==> src/rtl/halton_radical_inverse_assert.svh <==
// Assertion macros shared by the radical inverse RTL.
// Needs nothing else; included by the modules that check their own logic.
`ifndef HALTON_RADICAL_INVERSE_ASSERT_SVH
`define HALTON_RADICAL_INVERSE_ASSERT_SVH

`ifndef SYNTHESIS
// Check a property on every rising edge outside reset.
`define HRI_ASSERT_RST(label, clk, rst_n, prop) \
  label: assert property (@(posedge clk) disable iff (!rst_n) prop) \
    else $error("%m: check failed");
// Check a property on every rising edge, reset included.
`define HRI_ASSERT_ALW(label, clk, prop) \
  label: assert property (@(posedge clk) prop) \
    else $error("%m: check failed");
`else
`define HRI_ASSERT_RST(label, clk, rst_n, prop)
`define HRI_ASSERT_ALW(label, clk, prop)
`endif

`endif

==> src/rtl/hri_pkg.sv <==
// Package for the radical inverse block: field widths, defaults, register
// map and the command type of the shared divider. No dependencies.
`timescale 1ns / 1ps
`default_nettype none

package hri_pkg;

  // Fixed field widths
  localparam int IndexW = 32;
  localparam int ValueW = 32;
  localparam int BaseW  = 8;

  // Parameter defaults
  localparam int IndexBitsDef = 32;
  localparam int FracBitsDef  = 32;

  // Configuration register
  localparam logic [BaseW-1:0] BaseReset = 8'd2;
  localparam logic [BaseW-1:0] BaseMin   = 8'd2;
  localparam int CfgAddrW = 3;
  localparam int CfgDataW = 32;
  localparam logic [CfgAddrW-3:0] RegBase = 1'b0;

  // Divider operating mode
  typedef enum logic {
    DivDigit = 1'b0,  // split index by base: quotient and digit
    DivFrac  = 1'b1   // fraction bits of num / den
  } div_mode_e;

  typedef struct packed {
    logic      start;
    div_mode_e mode;
  } div_cmd_t;

endpackage

`default_nettype wire

==> src/rtl/hri_if.sv <==
// Valid/ready channel interfaces for index and value beats.
// Depends on hri_pkg for the field widths.
`timescale 1ns / 1ps
`default_nettype none

interface hri_in_if;
  import hri_pkg::*;
  logic              valid;
  logic              ready;
  logic [IndexW-1:0] index;
  modport source (output valid, output index, input ready);
  modport sink   (input valid, input index, output ready);
endinterface

interface hri_out_if;
  import hri_pkg::*;
  logic              valid;
  logic              ready;
  logic [ValueW-1:0] value;
  modport source (output valid, output value, input ready);
  modport sink   (input valid, input value, output ready);
endinterface

`default_nettype wire

==> src/rtl/hri_cfg.sv <==
// APB-style register file holding the base register.
// Depends on hri_pkg for the register map and reset value.
`timescale 1ns / 1ps
`default_nettype none

module hri_cfg (
  input  wire logic                           clk_i,
  input  wire logic                           rst_ni,
  input  wire logic                           psel_i,
  input  wire logic                           penable_i,
  input  wire logic                           pwrite_i,
  input  wire logic [hri_pkg::CfgAddrW-1:0]   paddr_i,
  input  wire logic [hri_pkg::CfgDataW-1:0]   pwdata_i,
  output logic      [hri_pkg::CfgDataW-1:0]   prdata_o,
  output logic                                pready_o,
  output logic      [hri_pkg::BaseW-1:0]      base_eff_o
);
  import hri_pkg::*;

  logic [BaseW-1:0]      base_q;
  logic [CfgAddrW-3:0]   reg_idx;
  logic                  wr_en;

  assign reg_idx  = paddr_i[CfgAddrW-1:2];
  assign wr_en    = psel_i & penable_i & pwrite_i & (reg_idx == RegBase);
  assign pready_o = 1'b1;

  // Store the base on a write beat
  always_ff @(posedge clk_i or negedge rst_ni) begin
    if (!rst_ni) begin
      base_q <= BaseReset;
    end else if (wr_en) begin
      base_q <= pwdata_i[BaseW-1:0];
    end
  end

  // Read back the raw register
  assign prdata_o = (reg_idx == RegBase) ? CfgDataW'(base_q) : '0;

  // Bases zero and one act as two
  assign base_eff_o = (base_q < BaseMin) ? BaseMin : base_q;

endmodule

`default_nettype wire

==> src/rtl/hri_divider.sv <==
// Shared restoring divider, one quotient bit per cycle. Splits an index by
// the base, or forms the fraction bits of num / den. Depends on hri_pkg.
`timescale 1ns / 1ps
`default_nettype none
`include "halton_radical_inverse_assert.svh"

module hri_divider #(
  parameter int IndexBits = hri_pkg::IndexBitsDef,
  parameter int FracBits  = hri_pkg::FracBitsDef,
  localparam int DenW     = IndexBits + hri_pkg::BaseW,
  localparam int QuoWMax  = (IndexBits > FracBits) ? IndexBits : FracBits,
  localparam int QuoW     = (QuoWMax > hri_pkg::ValueW) ? QuoWMax : hri_pkg::ValueW
) (
  input  wire logic                        clk_i,
  input  wire logic                        rst_ni,
  input  wire hri_pkg::div_cmd_t           cmd_i,
  input  wire logic [IndexBits-1:0]        n_i,
  input  wire logic [hri_pkg::BaseW-1:0]   b_i,
  input  wire logic [DenW-1:0]             num_i,
  input  wire logic [DenW-1:0]             den_i,
  output logic                             done_o,
  output logic      [QuoW-1:0]             quo_o,
  output logic      [DenW-1:0]             rem_o
);
  import hri_pkg::*;

  localparam int StepMax = QuoWMax;
  localparam int CntW    = $clog2(StepMax + 1);

  logic                 busy_q, busy_d;
  logic                 done_q, done_d;
  logic [CntW-1:0]      cnt_q, cnt_d;
  logic [DenW-1:0]      rem_q, rem_d;
  logic [DenW-1:0]      div_q, div_d;
  logic [QuoW-1:0]      quo_q, quo_d;
  logic [IndexBits-1:0] shin_q, shin_d;
  logic [DenW:0]        trial;
  logic [DenW:0]        diff;
  logic                 ge;

  // One restoring step: bring down a bit, subtract if it fits
  assign trial = {rem_q, shin_q[IndexBits-1]};
  assign diff  = trial - {1'b0, div_q};
  assign ge    = (trial >= {1'b0, div_q});

  always_comb begin
    busy_d = busy_q;
    done_d = 1'b0;
    cnt_d  = cnt_q;
    rem_d  = rem_q;
    div_d  = div_q;
    quo_d  = quo_q;
    shin_d = shin_q;
    if (cmd_i.start) begin
      busy_d = 1'b1;
      quo_d  = '0;
      if (cmd_i.mode == DivDigit) begin
        cnt_d  = CntW'(IndexBits);
        rem_d  = '0;
        div_d  = DenW'(b_i);
        shin_d = n_i;
      end else begin
        cnt_d  = CntW'(FracBits);
        rem_d  = num_i;
        div_d  = den_i;
        shin_d = '0;
      end
    end else if (busy_q) begin
      rem_d  = ge ? diff[DenW-1:0] : trial[DenW-1:0];
      quo_d  = {quo_q[QuoW-2:0], ge};
      shin_d = {shin_q[IndexBits-2:0], 1'b0};
      cnt_d  = cnt_q - 1'b1;
      if (cnt_q == CntW'(1)) begin
        busy_d = 1'b0;
        done_d = 1'b1;
      end
    end
  end

  // Control flags
  always_ff @(posedge clk_i or negedge rst_ni) begin
    if (!rst_ni) begin
      busy_q <= 1'b0;
      done_q <= 1'b0;
      cnt_q  <= '0;
    end else begin
      busy_q <= busy_d;
      done_q <= done_d;
      cnt_q  <= cnt_d;
    end
  end

  // Datapath registers hold their last result while idle
  always_ff @(posedge clk_i) begin
    rem_q  <= rem_d;
    div_q  <= div_d;
    quo_q  <= quo_d;
    shin_q <= shin_d;
  end

  assign done_o = done_q;
  assign quo_o  = quo_q;
  assign rem_o  = rem_q;

  `HRI_ASSERT_RST(a_no_restart, clk_i, rst_ni, busy_q |-> !cmd_i.start)
  `HRI_ASSERT_RST(a_rem_below_div, clk_i, rst_ni, busy_q |-> (rem_q < div_q))
  `HRI_ASSERT_RST(a_done_after_busy, clk_i, rst_ni, done_q |-> ($past(busy_q) && !busy_q))
  `HRI_ASSERT_ALW(a_reset_idle, clk_i, !rst_ni |=> (!busy_q && !done_q))

endmodule

`default_nettype wire

==> src/rtl/halton_radical_inverse.sv <==
// Radical inverse unit, top level: sequencer, digit accumulator, output
// register. Depends on hri_pkg, hri_if, hri_cfg and hri_divider.
//
//   channel   dir   handshake            payload
//   in_i      in    valid/ready          index  [31:0]
//   out_o     out   valid/ready          value  [31:0]
//   apb       in    psel/penable/pready  base   [7:0] at byte address 0
//
// An index with k base digits runs k digit steps and then one fraction step
// on the shared bit-serial divider, one quotient bit a cycle. Index zero
// goes straight to the fraction step. in_i.ready is high only while no
// item is in flight; a finished value waits in the output register while
// the next index is already accepted. Reset leaves base at two.
`timescale 1ns / 1ps
`default_nettype none
`include "halton_radical_inverse_assert.svh"

module halton_radical_inverse #(
  parameter int IndexBits = hri_pkg::IndexBitsDef,
  parameter int FracBits  = hri_pkg::FracBitsDef
) (
  input  wire logic                          clk_i,
  input  wire logic                          rst_ni,
  input  wire logic                          psel,
  input  wire logic                          penable,
  input  wire logic                          pwrite,
  input  wire logic [hri_pkg::CfgAddrW-1:0]  paddr,
  input  wire logic [hri_pkg::CfgDataW-1:0]  pwdata,
  output logic      [hri_pkg::CfgDataW-1:0]  prdata,
  output logic                               pready,
  hri_in_if.sink                             in_i,
  hri_out_if.source                          out_o
);
  import hri_pkg::*;

  localparam int DenW    = IndexBits + BaseW;
  localparam int QuoWMax = (IndexBits > FracBits) ? IndexBits : FracBits;
  localparam int QuoW    = (QuoWMax > ValueW) ? QuoWMax : ValueW;
  localparam int ProdW   = DenW + BaseW;

  localparam logic [2:0] StIdle  = 3'd0;
  localparam logic [2:0] StCheck = 3'd1;
  localparam logic [2:0] StDigit = 3'd2;
  localparam logic [2:0] StAccum = 3'd3;
  localparam logic [2:0] StFrac  = 3'd4;
  localparam logic [2:0] StDone  = 3'd5;

  logic [2:0]           state_q, state_d;
  logic [IndexBits-1:0] n_q, n_d, n_in;
  logic [DenW-1:0]      rev_q, rev_d;
  logic [DenW-1:0]      den_q, den_d;
  logic                 out_valid_q, out_valid_d;
  logic [ValueW-1:0]    out_value_q, out_value_d;
  logic [BaseW-1:0]     base_eff;
  div_cmd_t             div_cmd;
  logic                 div_done;
  logic [QuoW-1:0]      div_quo;
  logic [DenW-1:0]      div_rem;
  logic [ProdW-1:0]     rev_prod;
  logic [ProdW-1:0]     den_prod;
  logic                 in_fire;

  hri_cfg u_cfg (
    .clk_i      (clk_i),
    .rst_ni     (rst_ni),
    .psel_i     (psel),
    .penable_i  (penable),
    .pwrite_i   (pwrite),
    .paddr_i    (paddr),
    .pwdata_i   (pwdata),
    .prdata_o   (prdata),
    .pready_o   (pready),
    .base_eff_o (base_eff)
  );

  hri_divider #(
    .IndexBits (IndexBits),
    .FracBits  (FracBits)
  ) u_div (
    .clk_i  (clk_i),
    .rst_ni (rst_ni),
    .cmd_i  (div_cmd),
    .n_i    (n_q),
    .b_i    (base_eff),
    .num_i  (rev_q),
    .den_i  (den_q),
    .done_o (div_done),
    .quo_o  (div_quo),
    .rem_o  (div_rem)
  );

  // Fit the index beat to the working width
  if (IndexBits <= IndexW) begin : g_idx_trunc
    assign n_in = in_i.index[IndexBits-1:0];
  end else begin : g_idx_ext
    assign n_in = {{(IndexBits - IndexW){1'b0}}, in_i.index};
  end

  assign in_i.ready = (state_q == StIdle);
  assign in_fire    = in_i.valid & in_i.ready;

  // Append one mirrored digit and scale the denominator
  assign rev_prod = ProdW'(rev_q) * ProdW'(base_eff);
  assign den_prod = ProdW'(den_q) * ProdW'(base_eff);

  always_comb begin
    state_d       = state_q;
    n_d           = n_q;
    rev_d         = rev_q;
    den_d         = den_q;
    out_valid_d   = out_valid_q;
    out_value_d   = out_value_q;
    div_cmd.start = 1'b0;
    div_cmd.mode  = DivDigit;

    // Drop the value once taken
    if (out_o.ready) begin
      out_valid_d = 1'b0;
    end

    unique case (state_q)
      StIdle: begin
        if (in_fire) begin
          n_d     = n_in;
          rev_d   = '0;
          den_d   = DenW'(1);
          state_d = StCheck;
        end
      end
      StCheck: begin
        div_cmd.start = 1'b1;
        if (n_q == '0) begin
          div_cmd.mode = DivFrac;
          state_d      = StFrac;
        end else begin
          div_cmd.mode = DivDigit;
          state_d      = StDigit;
        end
      end
      StDigit: begin
        if (div_done) begin
          state_d = StAccum;
        end
      end
      StAccum: begin
        rev_d   = rev_prod[DenW-1:0] + DenW'(div_rem[BaseW-1:0]);
        den_d   = den_prod[DenW-1:0];
        n_d     = div_quo[IndexBits-1:0];
        state_d = StCheck;
      end
      StFrac: begin
        if (div_done) begin
          state_d = StDone;
        end
      end
      StDone: begin
        if (!out_valid_q || out_o.ready) begin
          out_valid_d = 1'b1;
          out_value_d = div_quo[ValueW-1:0];
          state_d     = StIdle;
        end
      end
      default: begin
        state_d = StIdle;
      end
    endcase
  end

  // Sequencer and output valid
  always_ff @(posedge clk_i or negedge rst_ni) begin
    if (!rst_ni) begin
      state_q     <= StIdle;
      out_valid_q <= 1'b0;
    end else begin
      state_q     <= state_d;
      out_valid_q <= out_valid_d;
    end
  end

  // Working registers and output payload
  always_ff @(posedge clk_i) begin
    n_q         <= n_d;
    rev_q       <= rev_d;
    den_q       <= den_d;
    out_value_q <= out_value_d;
  end

  assign out_o.valid = out_valid_q;
  assign out_o.value = out_value_q;

  `HRI_ASSERT_RST(a_accept_to_check, clk_i, rst_ni, in_fire |=> (state_q == StCheck))
  `HRI_ASSERT_RST(a_frac_proper, clk_i, rst_ni, (div_cmd.start && div_cmd.mode == DivFrac) |-> (rev_q < den_q))
  `HRI_ASSERT_RST(a_done_expected, clk_i, rst_ni, div_done |-> (state_q == StDigit || state_q == StFrac))

endmodule

`default_nettype wire

==> src/flat_wrapper.sv <==
// flat-port wrapper written by rule: the top's interface ports become plain ports
module halton_radical_inverse_flat import hri_pkg::*;
#(
  parameter int IndexBits = hri_pkg::IndexBitsDef,
  parameter int FracBits  = hri_pkg::FracBitsDef
)
  (clk_i, rst_ni, psel, penable, pwrite, paddr, pwdata, prdata, pready, in_i_valid, in_i_index, in_i_ready, out_o_valid, out_o_value, out_o_ready);
  hri_in_if in_i_i ();
  hri_out_if out_o_i ();
  input  wire logic clk_i;
  input  wire logic rst_ni;
  input  wire logic psel;
  input  wire logic penable;
  input  wire logic pwrite;
  input  wire logic [hri_pkg::CfgAddrW-1:0] paddr;
  input  wire logic [hri_pkg::CfgDataW-1:0] pwdata;
  output logic      [hri_pkg::CfgDataW-1:0] prdata;
  output logic pready;
  input wire logic [$bits(in_i_i.valid)-1:0] in_i_valid;
  input wire logic [$bits(in_i_i.index)-1:0] in_i_index;
  output wire logic [$bits(in_i_i.ready)-1:0] in_i_ready;
  output wire logic [$bits(out_o_i.valid)-1:0] out_o_valid;
  output wire logic [$bits(out_o_i.value)-1:0] out_o_value;
  input wire logic [$bits(out_o_i.ready)-1:0] out_o_ready;
  assign in_i_i.valid = in_i_valid;
  assign in_i_i.index = in_i_index;
  assign in_i_ready = in_i_i.ready;
  assign out_o_valid = out_o_i.valid;
  assign out_o_value = out_o_i.value;
  assign out_o_i.ready = out_o_ready;
  halton_radical_inverse #(.IndexBits(IndexBits), .FracBits(FracBits)) u_core (.clk_i(clk_i), .rst_ni(rst_ni), .psel(psel), .penable(penable), .pwrite(pwrite), .paddr(paddr), .pwdata(pwdata), .prdata(prdata), .pready(pready), .in_i(in_i_i), .out_o(out_o_i));
endmodule
==> config.mk <==
export PLATFORM = sky130hd
export DESIGN_NAME = halton_radical_inverse_flat
export DESIGN_NICKNAME = d
export VERILOG_FILES = /design/src/rtl/hri_pkg.sv /design/src/rtl/hri_if.sv /design/src/rtl/hri_cfg.sv /design/src/rtl/hri_divider.sv /design/src/rtl/halton_radical_inverse.sv /design/src/flat_wrapper.sv
export VERILOG_INCLUDE_DIRS = /design/src /design/src/rtl
export SDC_FILE = /design/constraint.sdc
export NUM_CORES = 2
export LEC_CHECK = 0
export ABC_AREA = 1
export BUFFER_PORTS_ARGS = -buffer_cell sky130_fd_sc_hd__buf_2
export CORE_UTILIZATION = 52
export DETAILED_ROUTE_END_ITERATION = 6
export GPL_TIMING_DRIVEN = 0
export PLACE_DENSITY = 0.71
export SYNTH_ARGS = -nofsm -noshare
export SYNTH_HDL_FRONTEND = slang
export SYNTH_HIERARCHICAL = 1
export SYNTH_SLANG_ARGS = --single-unit
==> constraint.sdc <==
create_clock -name clk_i -period 16 [get_ports clk_i]
set_input_delay 0.8 -clock clk_i [delete_from_list [all_inputs] [get_ports clk_i]]
set_output_delay 0.8 -clock clk_i [all_outputs]
set_load 0.005 [all_outputs]
==> impl_metrics.csv <==
group,metric,value,unit
synth,yosys_warnings,6,
synth,synth-edff-count,256,
global_routing,antenna_found_initial,5,
critical_path,cpPeakStageDelay,0.84,ns
clock_network,postCtsResizedCells,0,
hold_path,hp-class,"in2async",
layout,fin_area,0.0399,sq mm
critical_path,required,16.32,ns
place,place.port_buffers,88,
clock_network,post_cts_buffers,0,
clock_network,clock-sinks,308,
place,gp_congestion,1.04,
clock_network,clkSlewWorstSetupHoldPaths,0.07,ns
status,violations,"design-rule violations",
route,wl_per_cell,18.5,microns
critical_path,path_class,"reg2reg",
layout,synthToLayoutAreaGrowth,8.40,%
die,io-pin-count,141,
die,die_h,268,microns
route,routed_wl,115000,microns
global_routing,grt_overflow,0,
route,firstDrtPassIters,7,
route,vias,32441,
clock_network,cts_root_buffer,"clkbuf_16",
place,place_area,0.0388,sq mm
synth,avgSynthCellArea,7.21,sq um
timing,fin_skew,0.0185,ns
die,start_util,52.6,%
timing,holdWs,0.212,ns
die,die_area,0.0719,sq mm
synth,synth_ff_type,"edfxtp_1",
clock_network,h-tree-depth,2,
timing,worst_pin_slew,1.30,ns
die,core_area,0.0700,sq mm
place,dp_hpwl,93300,microns
global_routing,grt_use_total,32.9,%
route,via_per_inst,5.21,
critical_path,slowest_stage,"buf_1",
critical_path,end_kind,"register",
critical_path,cp.arrival,7.47,ns
timing,max_freq,140,MHz
route,drt_iter0_drc,3508,
clock_network,cts_tree,"built",
synth,synthArstFlopShare,6.49,%
global_routing,first_global_vias,31945,
critical_path,worstSetupStartpointType,"register",
timing,maxSlewViolCount,0,
clock_network,clockBufferDepth,3,
timing,relSlewSlack,13.4,%
die,rows,97,
synth,synth_area,0.0369,sq mm
global_routing,grt_max_degree,41,
synth,seq_area_frac_synth,24.0,%
die,die-width,268,microns
global_routing,grt_pass1_wl,178000,microns
timing,setup_violations,0,
clock_network,cts_buffers,35,
layout,drive_above_1_share,6.43,%
timing,rsz0062_at_grt,"no",
timing,timing.final.crit_share,44.7,%
clock_network,insertion_delay,0.58,ns
route,drcViolationCount,11,
synth,ys_ff_latch,308,
clock_network,cts_hold_buf,0,
layout,nets,5925,
critical_path,cp_common_cell,"nand2_1",
run,drv_cap,0,
timing,hold_violations,0,
synth,synth_cells,5108,
route,final_antenna_net_count,0,
timing,period_minus_slack,7.15,ns
timing,layout_setup_ws,8.85,ns
synth,synth_cell_types,55,
timing,finalSetupTns,0,ns
critical_path,critPathMaxFanout,10,
place,place_ws,9.16,ns
status,status,"complete, but fails checks",
metal layers:
layer	track usage, %	share of wire, %	vias to the layer above
li1	-	-	15213
met5	0	0	-
met3	6.09	10	290
met4	14.3	4.8	0
met2	52.6	45	1570
met1	43.5	40	15368
kinds of logic (layout without fill, tap and decap cells):
kind of cell	after synthesis	count (layout)	share of synthesized area, %
fa+ha+maj	586	586	28.4
flops	308	308	24.0
simple gates	2220	2220	24.5
buf+inv	1635	1794	17.3
xor+xnor	34	34	0.808
other cells	2	27	0.0204
compound gates	323	323	4.98
synth_stat cells, drive strengths merged, types with 19 or more instances:
| cell type | number | area (sq um) |
|---|---|---|
| xnor2 | 26 | 228 |
| dfrtp | 19 | 475 |
| o21ai | 85 | 474 |
| dfxtp | 32 | 641 |
| ha | 170 | 2130 |
| nand3b | 44 | 330 |
| clkbuf | 144 | 621 |
| edfxtp | 256 | 7690 |
| nand2 | 1640 | 6200 |
| buf | 78 | 463 |
| nand3 | 188 | 961 |
| a21oi | 164 | 843 |
| fa | 416 | 8330 |
| nor2 | 288 | 1140 |
| o22ai | 31 | 194 |
| inv | 1413 | 5300 |
flip-flops by register name, indices dropped and copies added (netlist names), 6 cells and up:
| signal | cells |
|---|---|
| u_core/u_div/cnt_q | 6 |
| u_core/u_cfg/base_q | 8 |
| u_core/u_div/div_q | 40 |
| u_core/u_div/shin_q | 32 |
| u_core/rev_q | 40 |
| u_core/u_div/rem_o | 40 |
| u_core/u_div/quo_o | 32 |
| u_core/out_o.value | 32 |
| u_core/n_q | 32 |
| u_core/den_q | 40 |
cell type report:
type	instances	area [sq um]
Inverter	1413	5300
Clock buffer	45	953
Multi-Input combinational cell	3188	21700
Sequential cell	308	8830
Timing Repair Buffer	97	651
Clock inverter	17	194
Buffer	222	1080
Antenna cell	2	5.00
Fill cell	6678	30100
Tap cell	940	1180
cells in the final DEF, fill, tap and decap left out, types with 5 or more instances in the layout:
master	Yosys	layout
a21o_1	7	7
a21oi_1	160	159
and2_1	7	7
buf_1	24	23
buf_12	0	5
buf_2	22	111
buf_4	26	26
buf_6	6	6
clkbuf_1	80	86
clkbuf_16	0	35
clkbuf_2	64	64
conb_1	2	25
dfrtp_1	19	19
dfxtp_1	32	32
edfxtp_1	256	256
fa_1	416	416
ha_1	170	170
inv_1	1401	1401
inv_2	12	12
nand2_1	1626	1626
nand2_2	12	12
nand3_1	184	184
nand3b_1	44	44
nand4_1	15	15
nor2_1	274	273
nor2_2	10	10
nor3_1	10	10
nor4_1	14	14
o21a_1	17	17
o21ai_0	70	69
o21ai_1	6	6
o21ai_2	7	7
o21bai_1	12	12
o22ai_1	31	31
xnor2_1	26	26
xor2_1	8	8
through the flow:
step / util, % / cells
3_5_place_dp: 55.4 / 6168
5_1_grt: 57.0 / 6230
4_1_cts: 57.0 / 6230
2_1_floorplan: - / 5131
3_3_place_gp: 55.1 / 6159
6_report: 57.0 / 6232
final timing paths:
kind	start	end	slack [ns]	cells past startpoint
hold / removal	rst_ni	u_core/u_div/cnt_q[0]	0.21	1
min in group clk_i	u_core/u_div/quo_o[8]	u_core/out_o.value[8]	0.46	0
hold reg to reg	u_core/u_div/quo_o[8]	u_core/out_o.value[8]	0.46	0
setup / recovery	u_core/u_cfg/base_q[3]	u_core/rev_q[29]	8.85	25
max in group asynchronous	rst_ni	u_core/u_cfg/base_q[6]	15.41	1
setup reg to reg	u_core/u_cfg/base_q[3]	u_core/rev_q[29]	8.85	25
critical path, delay by kind of cell (launching register included):
| kind | cells | cell delay [ns] |
|---|---|---|
| compound gates | 4 | 1.00 |
| fa+ha+maj | 5 | 2.33 |
| buf+inv | 7 | 2.25 |
| flops | 1 | 0.42 |
| simple gates | 9 | 0.86 |
Power is left out: the tool's default activity adds up to more than one toggle a clock period on the data nets, which glitch-free logic cannot reach.
